**config.mk**
```make
export PLATFORM = sky130hd
export DESIGN_NAME = spirv_capability_strip_filter_flat
export DESIGN_NICKNAME = d
export VERILOG_FILES = /design/src/sv/scsf_pkg.sv /design/src/sv/scsf_word_if.sv /design/src/sv/scsf_result_if.sv /design/src/sv/scsf_core.sv /design/src/sv/scsf_outbuf.sv /design/src/sv/spirv_capability_strip_filter.sv /design/src/flat_wrapper.sv
export SDC_FILE = /design/constraint.sdc
export NUM_CORES = 1
export LEC_CHECK = 0
export ABC_AREA = 1
export BUFFER_PORTS_ARGS = -buffer_cell sky130_fd_sc_hd__buf_2
export CAP_MARGIN = 30
export CORE_AREA = 2 2 109 137
export CTS_CLUSTER_SIZE = 28
export DETAILED_ROUTE_END_ITERATION = 7
export DIE_AREA = 0 0 111 139
export PLACE_DENSITY = 0.79
export SLEW_MARGIN = 20
export SYNTH_ARGS = -nofsm -noshare
export SYNTH_HDL_FRONTEND = slang
export SYNTH_SLANG_ARGS = --single-unit
```
**constraint.sdc**
```tcl
create_clock -name clk -period 5.4 [get_ports clk]
set_input_delay 0.27 -clock clk [delete_from_list [all_inputs] [get_ports clk]]
set_output_delay 0.27 -clock clk [all_outputs]
set_load 0.02 [all_outputs]
```
**src/sv/scsf_pkg.sv**
```systemverilog
// Shared types and constants for the capability strip filter.
// Depends on nothing; scsf_core, scsf_outbuf and the top level import it.
package scsf_pkg;

    localparam int unsigned HdrWords = 5;
    localparam int unsigned HdrWidth = 3;

    localparam logic [15:0] CAP_OPCODE = 16'd17;
    localparam logic [15:0] CAP_COUNT  = 16'd2;
    localparam logic [31:0] CAP_ID     = 32'd4450;

    // Result kinds
    localparam logic KIND_DATA   = 1'b0;
    localparam logic KIND_REPORT = 1'b1;

    // Report status codes
    localparam logic [2:0] ST_NONE    = 3'd0;
    localparam logic [2:0] ST_REMOVED = 3'd1;
    localparam logic [2:0] ST_ZERO    = 3'd2;
    localparam logic [2:0] ST_TRUNC   = 3'd3;
    localparam logic [2:0] ST_SHORT   = 3'd4;

    localparam int unsigned MaxResults = 3;

    typedef struct packed {
        logic        kind;
        logic [31:0] data_word;
        logic [2:0]  status;
        logic        run_end;
    } result_t;

    // Results produced by one input word, handed to the output buffer
    typedef struct packed {
        logic                        load;
        logic [1:0]                  count;
        result_t [MaxResults-1:0]    items;
    } bundle_t;

endpackage

```
**src/sv/scsf_word_if.sv**
```systemverilog
// Input channel interface: one module word and its final flag.
// Depends on nothing.
interface scsf_word_if;
    logic        valid;
    logic        ready;
    logic [31:0] word;
    logic        final_word;

    modport source (output valid, output word, output final_word, input ready);
    modport sink   (input valid, input word, input final_word, output ready);
endinterface

```
**src/sv/scsf_result_if.sv**
```systemverilog
// Output channel interface: kept data words and end-of-stream reports.
// Depends on nothing.
interface scsf_result_if;
    logic        valid;
    logic        ready;
    logic        kind;
    logic [31:0] data_word;
    logic [2:0]  status;
    logic        run_end;

    modport source (output valid, output kind, output data_word, output status,
                    output run_end, input ready);
    modport sink   (input valid, input kind, input data_word, input status,
                    input run_end, output ready);
endinterface

```
**src/sv/scsf_core.sv**
```systemverilog
// Input register, parser state and per-word result generation.
// Depends on scsf_pkg and scsf_word_if.
module scsf_core
(
    input  logic              clk,
    input  logic              rst_n,
    scsf_word_if.sink         words,
    input  logic              can_load,
    output scsf_pkg::bundle_t bundle
);
    import scsf_pkg::*;

    logic                 in_valid_reg;
    logic [31:0]          in_word_reg;
    logic                 in_final_reg;

    logic [HdrWidth-1:0]  header_left_reg, header_left_next;
    logic [15:0]          words_left_reg, words_left_next;
    logic [31:0]          held_word_reg, held_word_next;
    logic                 holding_reg, holding_next;
    logic                 removed_any_reg, removed_any_next;
    logic                 error_reg, error_next;

    logic                 advance;
    logic [15:0]          op;
    logic [15:0]          cnt;
    logic [2:0]           status;
    logic [1:0]           n;
    result_t [MaxResults-1:0] items;

    assign advance     = in_valid_reg && can_load;
    assign words.ready = !in_valid_reg || advance;
    assign op          = in_word_reg[15:0];
    assign cnt         = in_word_reg[31:16];

    always_ff @(posedge clk or negedge rst_n)
    begin
        if (!rst_n)
        begin
            in_valid_reg <= 1'b0;
        end
        else if (words.ready)
        begin
            in_valid_reg <= words.valid;
        end
    end

    always_ff @(posedge clk)
    begin
        if (words.ready && words.valid)
        begin
            in_word_reg  <= words.word;
            in_final_reg <= words.final_word;
        end
    end

    always_comb
    begin
        header_left_next = header_left_reg;
        words_left_next  = words_left_reg;
        held_word_next   = held_word_reg;
        holding_next     = holding_reg;
        removed_any_next = removed_any_reg;
        error_next       = error_reg;
        status           = ST_NONE;
        n                = 2'd0;
        items            = '0;

        priority if (error_reg)
        begin
            status = ST_ZERO;
        end
        else if (header_left_reg != '0)
        begin
            items[n] = '{KIND_DATA, in_word_reg, ST_NONE, 1'b0};
            n = n + 2'd1;
            header_left_next = header_left_reg - HdrWidth'(1);
            status = (header_left_next != '0) ? ST_SHORT : ST_NONE;
        end
        else if (words_left_reg == '0)
        begin
            priority if (cnt == '0)
            begin
                error_next = 1'b1;
                status = ST_ZERO;
            end
            else if (op == CAP_OPCODE && cnt == CAP_COUNT)
            begin
                // Hold the candidate until its operand shows up
                held_word_next  = in_word_reg;
                holding_next    = 1'b1;
                words_left_next = 16'd1;
                if (in_final_reg)
                begin
                    items[n] = '{KIND_DATA, in_word_reg, ST_NONE, 1'b0};
                    n = n + 2'd1;
                    holding_next = 1'b0;
                end
                status = ST_TRUNC;
            end
            else
            begin
                items[n] = '{KIND_DATA, in_word_reg, ST_NONE, 1'b0};
                n = n + 2'd1;
                words_left_next = cnt - 16'd1;
            end
        end
        else
        begin
            if (holding_reg)
            begin
                holding_next = 1'b0;
                if (in_word_reg == CAP_ID)
                begin
                    removed_any_next = 1'b1;
                end
                else
                begin
                    items[n] = '{KIND_DATA, held_word_reg, ST_NONE, 1'b0};
                    n = n + 2'd1;
                    items[n] = '{KIND_DATA, in_word_reg, ST_NONE, 1'b0};
                    n = n + 2'd1;
                end
            end
            else
            begin
                items[n] = '{KIND_DATA, in_word_reg, ST_NONE, 1'b0};
                n = n + 2'd1;
            end
            words_left_next = words_left_reg - 16'd1;
        end

        if (in_final_reg)
        begin
            if (status != ST_ZERO && status != ST_SHORT)
            begin
                if (words_left_next != '0)
                begin
                    status = ST_TRUNC;
                end
                else
                begin
                    status = removed_any_next ? ST_REMOVED : ST_NONE;
                end
            end
            items[n] = '{KIND_REPORT, 32'd0, status, 1'b0};
            n = n + 2'd1;
            // Return to the start-of-module state
            header_left_next = HdrWidth'(HdrWords);
            words_left_next  = '0;
            holding_next     = 1'b0;
            removed_any_next = 1'b0;
            error_next       = 1'b0;
        end

        if (n != 2'd0)
        begin
            items[n - 2'd1].run_end = 1'b1;
        end
    end

    always_ff @(posedge clk or negedge rst_n)
    begin
        if (!rst_n)
        begin
            header_left_reg <= HdrWidth'(HdrWords);
            words_left_reg  <= '0;
            holding_reg     <= 1'b0;
            removed_any_reg <= 1'b0;
            error_reg       <= 1'b0;
        end
        else if (advance)
        begin
            header_left_reg <= header_left_next;
            words_left_reg  <= words_left_next;
            holding_reg     <= holding_next;
            removed_any_reg <= removed_any_next;
            error_reg       <= error_next;
        end
    end

    always_ff @(posedge clk)
    begin
        if (advance)
        begin
            held_word_reg <= held_word_next;
        end
    end

    assign bundle.load  = advance;
    assign bundle.count = n;
    assign bundle.items = items;

endmodule

```
**src/sv/scsf_outbuf.sv**
```systemverilog
// Three-entry result buffer that drains one result per cycle while the output is ready.
// Depends on scsf_pkg and scsf_result_if.
module scsf_outbuf
(
    input  logic              clk,
    input  logic              rst_n,
    input  scsf_pkg::bundle_t bundle,
    output logic              can_load,
    scsf_result_if.source     results
);
    import scsf_pkg::*;

    result_t [MaxResults-1:0] entry_reg;
    logic [1:0]               count_reg;
    logic                     pop;

    assign pop      = (count_reg != 2'd0) && results.ready;
    assign can_load = (count_reg == 2'd0) || (count_reg == 2'd1 && results.ready);

    always_ff @(posedge clk or negedge rst_n)
    begin
        if (!rst_n)
        begin
            count_reg <= 2'd0;
        end
        else if (bundle.load)
        begin
            count_reg <= bundle.count;
        end
        else if (pop)
        begin
            count_reg <= count_reg - 2'd1;
        end
    end

    always_ff @(posedge clk)
    begin
        if (bundle.load)
        begin
            entry_reg <= bundle.items;
        end
        else if (pop)
        begin
            // Advance the queue towards the head
            entry_reg[0] <= entry_reg[1];
            entry_reg[1] <= entry_reg[2];
        end
    end

    assign results.valid     = (count_reg != 2'd0);
    assign results.kind      = entry_reg[0].kind;
    assign results.data_word = entry_reg[0].data_word;
    assign results.status    = entry_reg[0].status;
    assign results.run_end   = entry_reg[0].run_end;

endmodule

```
**src/sv/spirv_capability_strip_filter.sv**
```systemverilog
// Top level of the capability strip filter: input word register, parser and result buffer.
// Depends on scsf_pkg, scsf_word_if, scsf_result_if, scsf_core and scsf_outbuf.
//
//  channel        dir  payload                                 handshake
//  module_words   in   word[31:0], final_word                  valid/ready
//  results        out  kind, data_word[31:0], status[2:0],     valid/ready
//                      run_end
//
// Each accepted word is registered, parsed combinationally against the
// parser state and its results (zero to three) land in a three-entry
// buffer; while the output is ready, one result leaves per cycle and a word
// that yields at most one result sustains one word per cycle; a released held
// word or a final word adds one or two output beats, during which input stalls.
// Reset restores the start-of-module state: five header words pending,
// no instruction open, nothing held, no error.
module spirv_capability_strip_filter
(
    input  logic          clk,
    input  logic          rst_n,
    scsf_word_if.sink     module_words,
    scsf_result_if.source results
);
    import scsf_pkg::*;

    bundle_t bundle;
    logic    can_load;

    // Parse words and build the result group for each one
    scsf_core u_core
    (
        .clk      (clk),
        .rst_n    (rst_n),
        .words    (module_words),
        .can_load (can_load),
        .bundle   (bundle)
    );

    // Hold the group and hand it out one word at a time
    scsf_outbuf u_outbuf
    (
        .clk      (clk),
        .rst_n    (rst_n),
        .bundle   (bundle),
        .can_load (can_load),
        .results  (results)
    );

endmodule
```
**src/flat_wrapper.sv**
```systemverilog
// flat-port wrapper written by rule: the top's interface ports become plain ports
module spirv_capability_strip_filter_flat import scsf_pkg::*;
  (clk, rst_n, module_words_valid, module_words_word, module_words_final_word, module_words_ready, results_valid, results_kind, results_data_word, results_status, results_run_end, results_ready);
  scsf_word_if module_words_i ();
  scsf_result_if results_i ();
  input  logic clk;
  input  logic rst_n;
  input wire logic [$bits(module_words_i.valid)-1:0] module_words_valid;
  input wire logic [$bits(module_words_i.word)-1:0] module_words_word;
  input wire logic [$bits(module_words_i.final_word)-1:0] module_words_final_word;
  output wire logic [$bits(module_words_i.ready)-1:0] module_words_ready;
  output wire logic [$bits(results_i.valid)-1:0] results_valid;
  output wire logic [$bits(results_i.kind)-1:0] results_kind;
  output wire logic [$bits(results_i.data_word)-1:0] results_data_word;
  output wire logic [$bits(results_i.status)-1:0] results_status;
  output wire logic [$bits(results_i.run_end)-1:0] results_run_end;
  input wire logic [$bits(results_i.ready)-1:0] results_ready;
  assign module_words_i.valid = module_words_valid;
  assign module_words_i.word = module_words_word;
  assign module_words_i.final_word = module_words_final_word;
  assign module_words_ready = module_words_i.ready;
  assign results_valid = results_i.valid;
  assign results_kind = results_i.kind;
  assign results_data_word = results_i.data_word;
  assign results_status = results_i.status;
  assign results_run_end = results_i.run_end;
  assign results_i.ready = results_ready;
  spirv_capability_strip_filter u_core (.clk(clk), .rst_n(rst_n), .module_words(module_words_i), .results(results_i));
endmodule
```
Word-level counts from Yosys, hierarchy flattened
Index checks and enable logic that the tools add are counted.
{ "word_totals": {"reg_bits": 201, "in_bits": 37, "output_inout_bits": 39} }
{ "op_classes": {"addsub": 6, "magnitude_cmp": 4, "n_eq_ne": 10, "n_mux": 68, "n_bitwise": 3, "n_reduce_logical": 24} }
{ "ops": {"columns": ["op", "count"], "rows": [
  ["two-way mux 37 bit", 7],
  ["bitwise mux 111 bit", 2],
  ["two-way mux 111 bit", 2],
  ["two-way mux 74 bit", 3],
  ["demux 37 bit (select 2 bit)", 2],
  ["two-way mux 36 bit", 3],
  ["two-way mux 16 bit", 6],
  ["two-way mux 73 bit", 1],
  ["== test 32 x 13 -> 1 bit, second input constant", 1],
  ["logical NOT 16 bit", 2],
  ["subtractor 16 x 1 -> 16 bit, second input constant", 2],
  ["two-way mux 2 bit", 14],
  ["two-way mux 3 bit", 8],
  ["two-way mux 1 bit", 20],
  ["== test 16 x 2 -> 1 bit, second input constant", 1],
  ["== test 16 x 5 -> 1 bit, second input constant", 1],
  ["nonzero test 16 bit", 1],
  ["logical AND 1 bit", 8],
  ["nonzero test 2 bit", 4],
  ["less-than comparator 2 x 3 -> 1 bit, second input constant", 2],
  ["!= test 3 x 2 -> 1 bit, second input constant", 2],
  ["!= test 3 bit, second input constant", 2],
  ["AND reduction 6 bit", 1],
  ["nonzero test 3 bit", 2],
  ["other kinds (12)", 18]
]} }

Depth between registers and ports, before layout
Gate-level depths: netlist of run 1.
{ "depth": {"ltp_word": 17, "ltp_mapped": 18} }

Cells and area by module
Synthesis of run 1 repeated with hierarchy kept, for this count alone.
{ "unflattened": {"cells_unflattened": 1135, "area_unflattened_um2": 10433.8} }
{ "modules_own_cells": {"columns": ["module", "n_inst", "cells_each", "area_each_um2", "seq_area_each_um2"], "rows": [
  ["scsf_core", 1, 728, 5738.0, 2529.9],
  ["scsf_outbuf", 1, 407, 4695.8, 3383.2]
]} }

Least setup slack after synthesis of run 1
OpenSTA, ideal clock, no wires.
{ "synth_timing": {"path_kind": "register to register", "startpoint": "reg u_core.u_core.in_word_reg[16]", "endpoint": "reg u_core.u_core.held_word_reg[0] (enable)", "t_arrival_ns": 3.506, "setup_slack_ns": 1.431, "stages_incl_launch_ff": 9, "synth_period_minus_slack_ns": 3.969, "cell_sequence": "edfxtp_1 > inv_1 > ha_1 > nand2_1 > nor2_1 > nand2_1 > nor4_1 > inv_1 > nor3_1"} }
{ "synth_between": {"elab_chain_len": 3} }
{ "synth_lines": {"columns": ["element", "line_no", "text"], "rows": [
  ["start: declaration", "scsf_core.sv:14", "logic [31:0] in_word_reg;"],
  ["start signal: assignment", "scsf_core.sv:52", "in_word_reg <= words.word;"],
  ["== test 16 x 2 -> 1 bit or logical NOT 16 bit (tied branches)", "scsf_core.sv:87, scsf_core.sv:82", null],
  ["logical AND 1 bit or NOT 1 bit (tied branches)", null, null],
  ["AND reduction 6 bit (no source line) *", null, null],
  ["end signal: assignment", "scsf_core.sv:186", "held_word_reg <= held_word_next;"],
  ["end: declaration", "scsf_core.sv:19", "logic [31:0] held_word_reg, held_word_next;"]
]} }
Every way passes the cells marked *; elsewhere a longest branch is shown, timed or not.
A chain may end at the register's enable or synchronous reset.

Final worst setup path of run 1
{ "layout_timing": {"startpoint": "reg u_core.u_core.words_left_reg[0]", "endpoint": "reg u_core.u_outbuf.entry_reg, in the netlist u_core.u_outbuf.results.data_word[15], data pin"} }
{ "layout_between": {"elab_chain_len": 13} }
{ "layout_lines": {"columns": ["element", "line_no", "text"], "rows": [
  ["start: declaration", "scsf_core.sv:18", "logic [15:0] words_left_reg, words_left_next;"],
  ["start signal: assignment", "scsf_core.sv:175", "words_left_reg <= words_left_next;"],
  ["logical NOT 16 bit *", "scsf_core.sv:80", "else if (words_left_reg == '0)"],
  ["two-way mux 2 bit", "scsf_core.sv:80", null],
  ["two-way mux 2 bit", "scsf_core.sv:73", "else if (header_left_reg != '0)"],
  ["two-way mux 2 bit", "scsf_core.sv:69", "priority if (error_reg)"],
  ["less-than comparator 2 x 3 -> 1 bit (implied by the code) or >= comparator 2 x 1 -> 1 bit (tied branches)", "scsf_core.sv:146", "items[n] = '{KIND_REPORT, 32'd0, status, 1'b0};"],
  ["logical AND 1 bit (implied by the code)", "scsf_core.sv:146", null],
  ["two-way mux 37 bit (implied by the code)", "scsf_core.sv:146", null],
  ["demux 37 bit (select 2 bit)", "scsf_core.sv:146", null],
  ["bitwise mux 111 bit", "scsf_core.sv:146", null],
  ["two-way mux 111 bit", "scsf_core.sv:133", "if (in_final_reg)"],
  ["bitwise mux 111 bit", "scsf_core.sv:158", "items[n - 2'd1].run_end = 1'b1;"],
  ["two-way mux 111 bit *", "scsf_core.sv:156", "if (n != 2'd0)"],
  ["two-way mux 74 bit *", "scsf_outbuf.sv:38", "if (bundle.load)"],
  ["end signal: assignment", "scsf_outbuf.sv:40", "entry_reg <= bundle.items;"],
  ["end: declaration", "scsf_outbuf.sv:13", "result_t [MaxResults-1:0] entry_reg;"]
]} }
Marks and branches as above.

==> summary.md, run 1 <==
| Metric | Value |
|---|---|
| Outcome | finished, final reports clean |
| Starting Density | 58.91% |
| I/O pin cnt | 76 |
| Critical path startpoint category | flop |
| Post-Route WL | 19080 microns |
| RSZ-0062 raised after global routing | false |
| DP HPWL | 13000 microns |
| Placer Congestion | 0.9450 |
| Asr flop ratio synth | 14.79% |
| Initial antenna violation count | 0 |
| Total Power | 6.325 mW |
| Flip-flop count of the largest register after layout | 42 |
| Worst-path fanout max | 21 |
| Clk Latency, worst-skew pair | 0.44 ns |
| CTS tree | done |
| Port bufs | 75 |
| Final ANT Viol Nets | 0 |
| Die area | 15430 sq um |
| Synth warn | 0 |
| Die Width | 111 microns |
| CORE AREA | 14160 sq um |
| Register bit total from synthesis | 169 |
| Crit end category | flop |
| WP data required | 5.65 ns |
| Area grow syn2layout | 11.10% |
| Via/cell ratio | 5.697 |
| Kind of critical path | reg -> reg |
| Hold Path Class | in -> reg |
| Global-route wire length before repair | 31020 microns |
| Post-synthesis sequential area ratio | 59.36% |
| Least-Margin Pin Slew | 0.7662 ns |
| Slowest stage delay, CP | 0.38 ns |
| Most frequent cell after synthesis | nand2_1 |
| Commonest cells post-synth | nand2_1, edfxtp_1, nor2_1 |
| All-layer global routing usage | 25.83% |
| Hold path cells | 1 |
| Remaining DRCs | 0 |
| Root buffer cell | clkbuf_16 |
| Synth Cell Area | 8343 sq um |
| Final Max Slew Viols | 0 |
| CTS H-tree depth | 4 |
| Resized cells post-CTS | 0 |
| Final Hold Viols | 0 |
| Post-synthesis net count | 886 |
| EDFF count, synth | 144 |
| Total gr overflow | 0 |
| Mean Syn Cell Area | 9.968 sq um |
| Power Density | 682.4 nW/um^2 |
| CTS buffer count | 17 |
| Synth top area cells | edfxtp_1, nand2_1, dfrtp_1 |
| Worst reg2reg path depth | 16 |
| Ys flop type | edfxtp_1 |
| M1 wire length | 7568 microns |
| Peak Freq | 303.3 MHz |
| Share of post-route cells with drive strength above 1 | 18.44% |
| Crit path time final | 3.297 ns |
| Clock Skew | 0.01147 ns |
| Top-area cell type share of the netlist area | 51.83% |
| Final setup vio count | 0 |
| Num rows | 49 |
| Pre-antenna DRT Iters | 5 |
| Clk sinks | 169 |
| Critical path arrival | 3.54 ns |
| Max rail drop VDD | 0.0004252 V |
| LEAKAGE | 3.821 nW |
| NumNets Final | 936 |
| Vias | 6141 |
| Post-synth cell types | 39 |
| Clock transition at path regs | 0.07 ns |
| Largest net degree at the start of global routing | 57 |
| Max Used Layer | met4 |
| Worst slew margin | 48.92% |
| Largest area contributor in the netlist | edfxtp_1 |
| Crit share post-route | 61.06% |
| Slowest-stage cell, CP | dfrtp_1 |
| Cell count after synthesis | 837 |
| Worst path cell trace | inv_1 -> ha_1 -> nand2_1 -> nor2_2 -> nand2_2 -> nor2_4 -> nand2_4 -> nor2_8 -> inv_2 -> o211ai_2 -> nand2_2 -> ha_1 -> a21oi_1 -> nand2_1 -> buf_8 -> o21ai_0 |
| Vias in the first global route | 6059 |
| Clk buf depth | 2 |
| Wire per inst | 17.70 microns |
| Inserted Diodes | 0 |
| Setup TNS after final layout | 0 ns |
| Met3 WL | 1421 microns |
| 1st-iter DRT viols | 686 |
| Max-Cap Viols | 0 |
| Die Ht | 139 microns |
| Met2 wire length | 9616 microns |
what timing repair did:
item | 4_1_cts | 5_1_grt
hold endpoints to repair | 23 | 2
hold buffers | 1 | 2
setup buffers | 0 | 0
worst max-delay path: cells and delay by family (launching register included):
family                     cells  cell delay (ns)
AOI/OAI and AO/OA              3             0.46
and+or+nand+nor                8             1.22
buffers and inverters          3             0.57
adders and majority gates      2             0.45
DFF                            1             0.38
layout by cell type (no fill, tap or decap), types with 3 or more instances in the layout:
| cell | Yosys | final |
|---|---|---|
| a21oi_1 | 11 | 11 |
| a22oi_1 | 34 | 34 |
| buf_2 | 3 | 75 |
| buf_4 | 39 | 11 |
| clkbuf_16 | 0 | 17 |
| clkinv_1 | 1 | 4 |
| clkinv_2 | 0 | 5 |
| dfrtp_1 | 23 | 23 |
| dlygate4sd3_1 | 0 | 3 |
| edfxtp_1 | 144 | 144 |
| ha_1 | 12 | 12 |
| inv_1 | 65 | 64 |
| inv_2 | 6 | 7 |
| nand2_1 | 187 | 187 |
| nand2_2 | 10 | 10 |
| nand2_4 | 3 | 3 |
| nand3_1 | 42 | 42 |
| nand3_2 | 4 | 4 |
| nand4_1 | 4 | 4 |
| nor2_1 | 94 | 94 |
| nor2_2 | 10 | 10 |
| nor2_4 | 8 | 8 |
| nor3_1 | 23 | 22 |
| o21ai_0 | 50 | 50 |
| o21ai_1 | 16 | 16 |
| xnor2_1 | 3 | 3 |
| xor2_1 | 8 | 8 |
where the power goes:
part / leakage [nW] / total, mW / switching (mW) / internal [mW]
Combinational: 1.81 / 2.98 / 2.07 / 0.913
Clock: 0.274 / 1.17 / 0.497 / 0.674
Sequential: 1.74 / 2.17 / 0.215 / 1.96
Total: 3.82 / 6.33 / 2.78 / 3.54
layer usage:
metal  up-vias  GRT usage (%)
met5         -              0
met4         0          9.868
met3        41          6.119
met2       269          43.95
met1      2927          32.20
li1       2904              -
through the flow:
step / instance area (sq um) / utilization [%] / setup slack, ns / hold WS, ns / cells
floorplan: 8343 / - / 1.431 / -0.02559 / 837
global placement: 8656 / 61.12 / 2.118 / 0.3045 / 1041
detailed placement: 8678 / 61.28 / 2.150 / 0.3097 / 1043
CTS: 9249 / 65.31 / 2.107 / 0.001544 / 1076
global route: 9269 / 65.45 / 1.876 / 0.0002127 / 1078
finish: 9269 / 65.45 / 2.103 / 0.01121 / 1078
final cells by class:
cell class,count,area [sq um]
clock buffer,18,429.2
clock inverter,14,131.4
fill,1073,4893
inverter,72,270.3
multi-input combinational,537,2760
sequential,169,4952
tap,178,222.7
timing repair buffer,90,503.0
final timing paths:
path	startpoint	end	slack, ns
setup / recovery	u_core.u_core.words_left_reg[0]	u_core.u_outbuf.results.data_word[15]	2.10
hold / removal	module_words_word[6]	u_core.u_core.in_word_reg[6]	0.01
setup reg to reg	u_core.u_core.words_left_reg[0]	u_core.u_outbuf.results.data_word[15]	2.10
hold reg to reg	u_core.u_core.in_word_reg[16]	u_core.u_core.held_word_reg[16]	0.52
max in group asynchronous	rst_n	u_core.u_core.words_left_reg[13]	4.59
min in group asynchronous	rst_n	u_core.u_outbuf.count_reg[1]	0.39
logic make-up (layout without fill, tap and decap cells):
group	count (synthesis)	in the layout	share of synthesized area [%]
xor gates and xnor gates	12	12	1.350
adders and majority gates	12	12	1.800
DFF	169	169	59.36
AOI/OAI and AO/OA	118	118	8.338
buffers and inverters	131	194	7.693
and+or+nand+nor	395	395	21.46
Power figures use the tool's default switching activity.
==> inputs of run 2 (changes only) <==
--- a/config.mk
+++ b/config.mk
@@ -5,14 +5,14 @@
 export SDC_FILE = /design/constraint.sdc
 export NUM_CORES = 1
 export LEC_CHECK = 0
-export ABC_AREA = 1
+export ABC_AREA = 0
 export BUFFER_PORTS_ARGS = -buffer_cell sky130_fd_sc_hd__buf_2
 export CAP_MARGIN = 30
-export CORE_AREA = 2 2 109 137
+export CORE_AREA = 2 2 114 143
 export CTS_CLUSTER_SIZE = 28
 export DETAILED_ROUTE_END_ITERATION = 7
-export DIE_AREA = 0 0 111 139
-export PLACE_DENSITY = 0.79
+export DIE_AREA = 0 0 116 145
+export PLACE_DENSITY = 0.75
 export SLEW_MARGIN = 20
 export SYNTH_ARGS = -nofsm -noshare
 export SYNTH_HDL_FRONTEND = slang
==> constraint.sdc (replaced) <==
create_clock -name clk -period 2.95 [get_ports clk]
set_input_delay 0.1475 -clock clk [delete_from_list [all_inputs] [get_ports clk]]
set_output_delay 0.1475 -clock clk [all_outputs]
set_load 0.02 [all_outputs]
==> summary.md, run 2 <==
| Metric | Value |
|---|---|
| Synth warn | 0 |
| Total Power | 12.30 mW |
| Pre-antenna DRT Iters | 5 |
| Die Width | 116 microns |
| Total gr overflow | 0 |
| Top-area cell type share of the netlist area | 52.72% |
| Pre-CTS setup slack | -0.1044 ns |
| Wire per inst | 21.49 microns |
| Port bufs | 75 |
| Power Density | 1112 nW/um^2 |
| Peak Freq | 324.5 MHz |
| Post-synth cell types | 68 |
| Clock Skew | 0.01273 ns |
| Commonest cells post-synth | edfxtp_1, nand2_1, o21ai_0 |
| Worst setup margin | -0.1312 ns |
| Most frequent cells in the layout | edfxtp_1, buf_4, nand2_1 |
| Remaining DRCs | 0 |
| DP HPWL | 14360 microns |
| I/O pin cnt | 76 |
| Hold Path Class | in -> reg |
| Worst-path fanout max | 8 |
| Initial antenna violation count | 0 |
| Synth Cell Area | 8202 sq um |
| Least-Margin Pin Slew | 0.7581 ns |
| Final ANT Viol Nets | 0 |
| Clk Latency, worst-skew pair | 0.44 ns |
| NumNets Final | 951 |
| Max-Cap Viols | 0 |
| Ys flop type | edfxtp_1 |
| Clock transition at path regs | 0.08 ns |
| Critical path arrival | 3.39 ns |
| Crit end category | flop |
| Post-synthesis sequential area ratio | 60.38% |
| CTS buffer count | 17 |
| Post-Route WL | 24210 microns |
| Register bit total from synthesis | 169 |
| Asr flop ratio synth | 14.79% |
| Commonest non-fill, non-tap cell in the layout | edfxtp_1 |
| LEAKAGE | 4.408 nW |
| Max rail drop VDD | 0.0007087 V |
| Largest area contributor in the netlist | edfxtp_1 |
| Largest net degree at the start of global routing | 58 |
| Final setup vio count | 55 |
| Clk sinks | 169 |
| Worst slew margin | 49.27% |
| Starting Density | 53.11% |
| Vias | 6761 |
| CORE AREA | 15440 sq um |
| WP data required | 3.26 ns |
| 1st-iter DRT viols | 685 |
| Global-route wire length before repair | 34820 microns |
| Mean Syn Cell Area | 11.52 sq um |
| Num rows | 51 |
| All-layer global routing usage | 27.03% |
| Crit path time final | 3.081 ns |
| Placer Congestion | 0.9368 |
| Critical path startpoint category | flop |
| CTS H-tree depth | 4 |
| Root buffer cell | clkbuf_16 |
| Most frequent cell after synthesis | edfxtp_1 |
| Flip-flop count of the largest register after layout | 42 |
| Area grow syn2layout | 34.77% |
| Inserted Diodes | 0 |
| Via/cell ratio | 5.999 |
| Die area | 16820 sq um |
| Vias in the first global route | 6656 |
| Outcome | finished, violations left |
| Crit share post-route | 104.4% |
| Share of post-route cells with drive strength above 1 | 38.80% |
| EDFF count, synth | 144 |
| Synth top area cells | edfxtp_1, dfrtp_1, nand2_1 |
| Cell count after synthesis | 712 |
| CTS tree | done |
| Kind of critical path | reg -> reg |
| Die Ht | 145 microns |
| Post-synthesis net count | 761 |
| RSZ-0062 raised after global routing | true |
| Clk buf depth | 2 |
| Failing checks | setup timing |
| Final Max Slew Viols | 0 |
| Final Hold Viols | 0 |
-- run 2: path summary, 6_finish.rpt --
kind	startpoint	to	slack (ns)	cells past startpoint
min in group asynchronous	rst_n	u_core.u_core.header_left_reg[1]	0.26	2
max in group asynchronous	rst_n	u_core.u_core.words_left_reg[3]	2.22	2
max reg2reg	u_core.u_core.in_word_reg[9]	u_core.u_outbuf.entry_reg[69]	-0.13	13
min reg2reg	u_core.u_core.in_word_reg[7]	u_core.u_core.held_word_reg[7]	0.52	0
max	u_core.u_core.in_word_reg[9]	u_core.u_outbuf.entry_reg[69]	-0.13	13
min	results_ready	u_core.u_core.in_valid_reg	0.07	4
-- run 2: stage by stage --
step                      cells  util (%)  hold WS (ns)  TNS (ns)  cell area, sq um
after floorplan             712         -       -0.1481   -0.1597              8293
after global placement     1034     60.90        0.2045   -0.1085              9404
after detailed placement   1034     60.90        0.1979    -2.900              9404
after CTS                  1112     68.30       0.05681   -0.2760             10550
after global routing       1127     71.58       0.08727    -8.862             11050
final                      1127     71.58       0.07228    -3.890             11050
-- run 2: timing repair --
item	CTS	global route
pin swaps	13	53
endpoints found under the hold margin	57	0
endpoints found under the setup margin	70	77
buffers inserted	10	11
gates resized for setup	25	104
gates cloned	1	5
hold buffers	35	0
-- run 2: cell families after synthesis --
kind of cell               Yosys count  share of synthesized area (%)
adders and majority gates           12                          1.831
and+or+nand+nor                    247                          16.26
xor gates and xnor gates            14                          1.495
AOI/OAI and AO/OA                  175                          13.71
muxes                                3                         0.3814
DFF                                169                          60.38
buffers and inverters               92                          5.934
-- run 2: final cells by class --
class                      count  area [sq um]
sequential                   169          4954
fill                         999          4389
clock inverter                15         147.6
timing repair buffer         248          1967
tap                          212         265.3
inverter                      15         56.30
multi-input combinational    451          3238
clock buffer                  17         425.4
-- run 2: critical path, stage by stage (launching register included) --
cell and delay, ns:
edfxtp_1 0.41, or4_1 0.58, nor4_2 0.23, buf_4 0.16, nand3b_1 0.11, nor2_2 0.17, o311ai_4 0.10, nand2b_1 0.16
inv_2 0.08, ha_4 0.18, a211oi_4 0.27, buf_12 0.18, clkbuf_16 0.16, and2_4 0.15
-- run 2: report_power, final --
group / internal, mW / total (mW) / switching (mW)
clock network: 1.13 / 2.17 / 1.04
registers: 3.61 / 3.94 / 0.335
logic: 2.50 / 6.18 / 3.68
-- run 2: per-layer routing --
metal,part of all wire (%),GRT usage (%),vias to the layer above
met1,37,33.03,3320
met4,3.4,11.96,0
met3,6.5,4.511,64
met2,53,46.43,372
li1,-,-,3005
met5,0,0,-
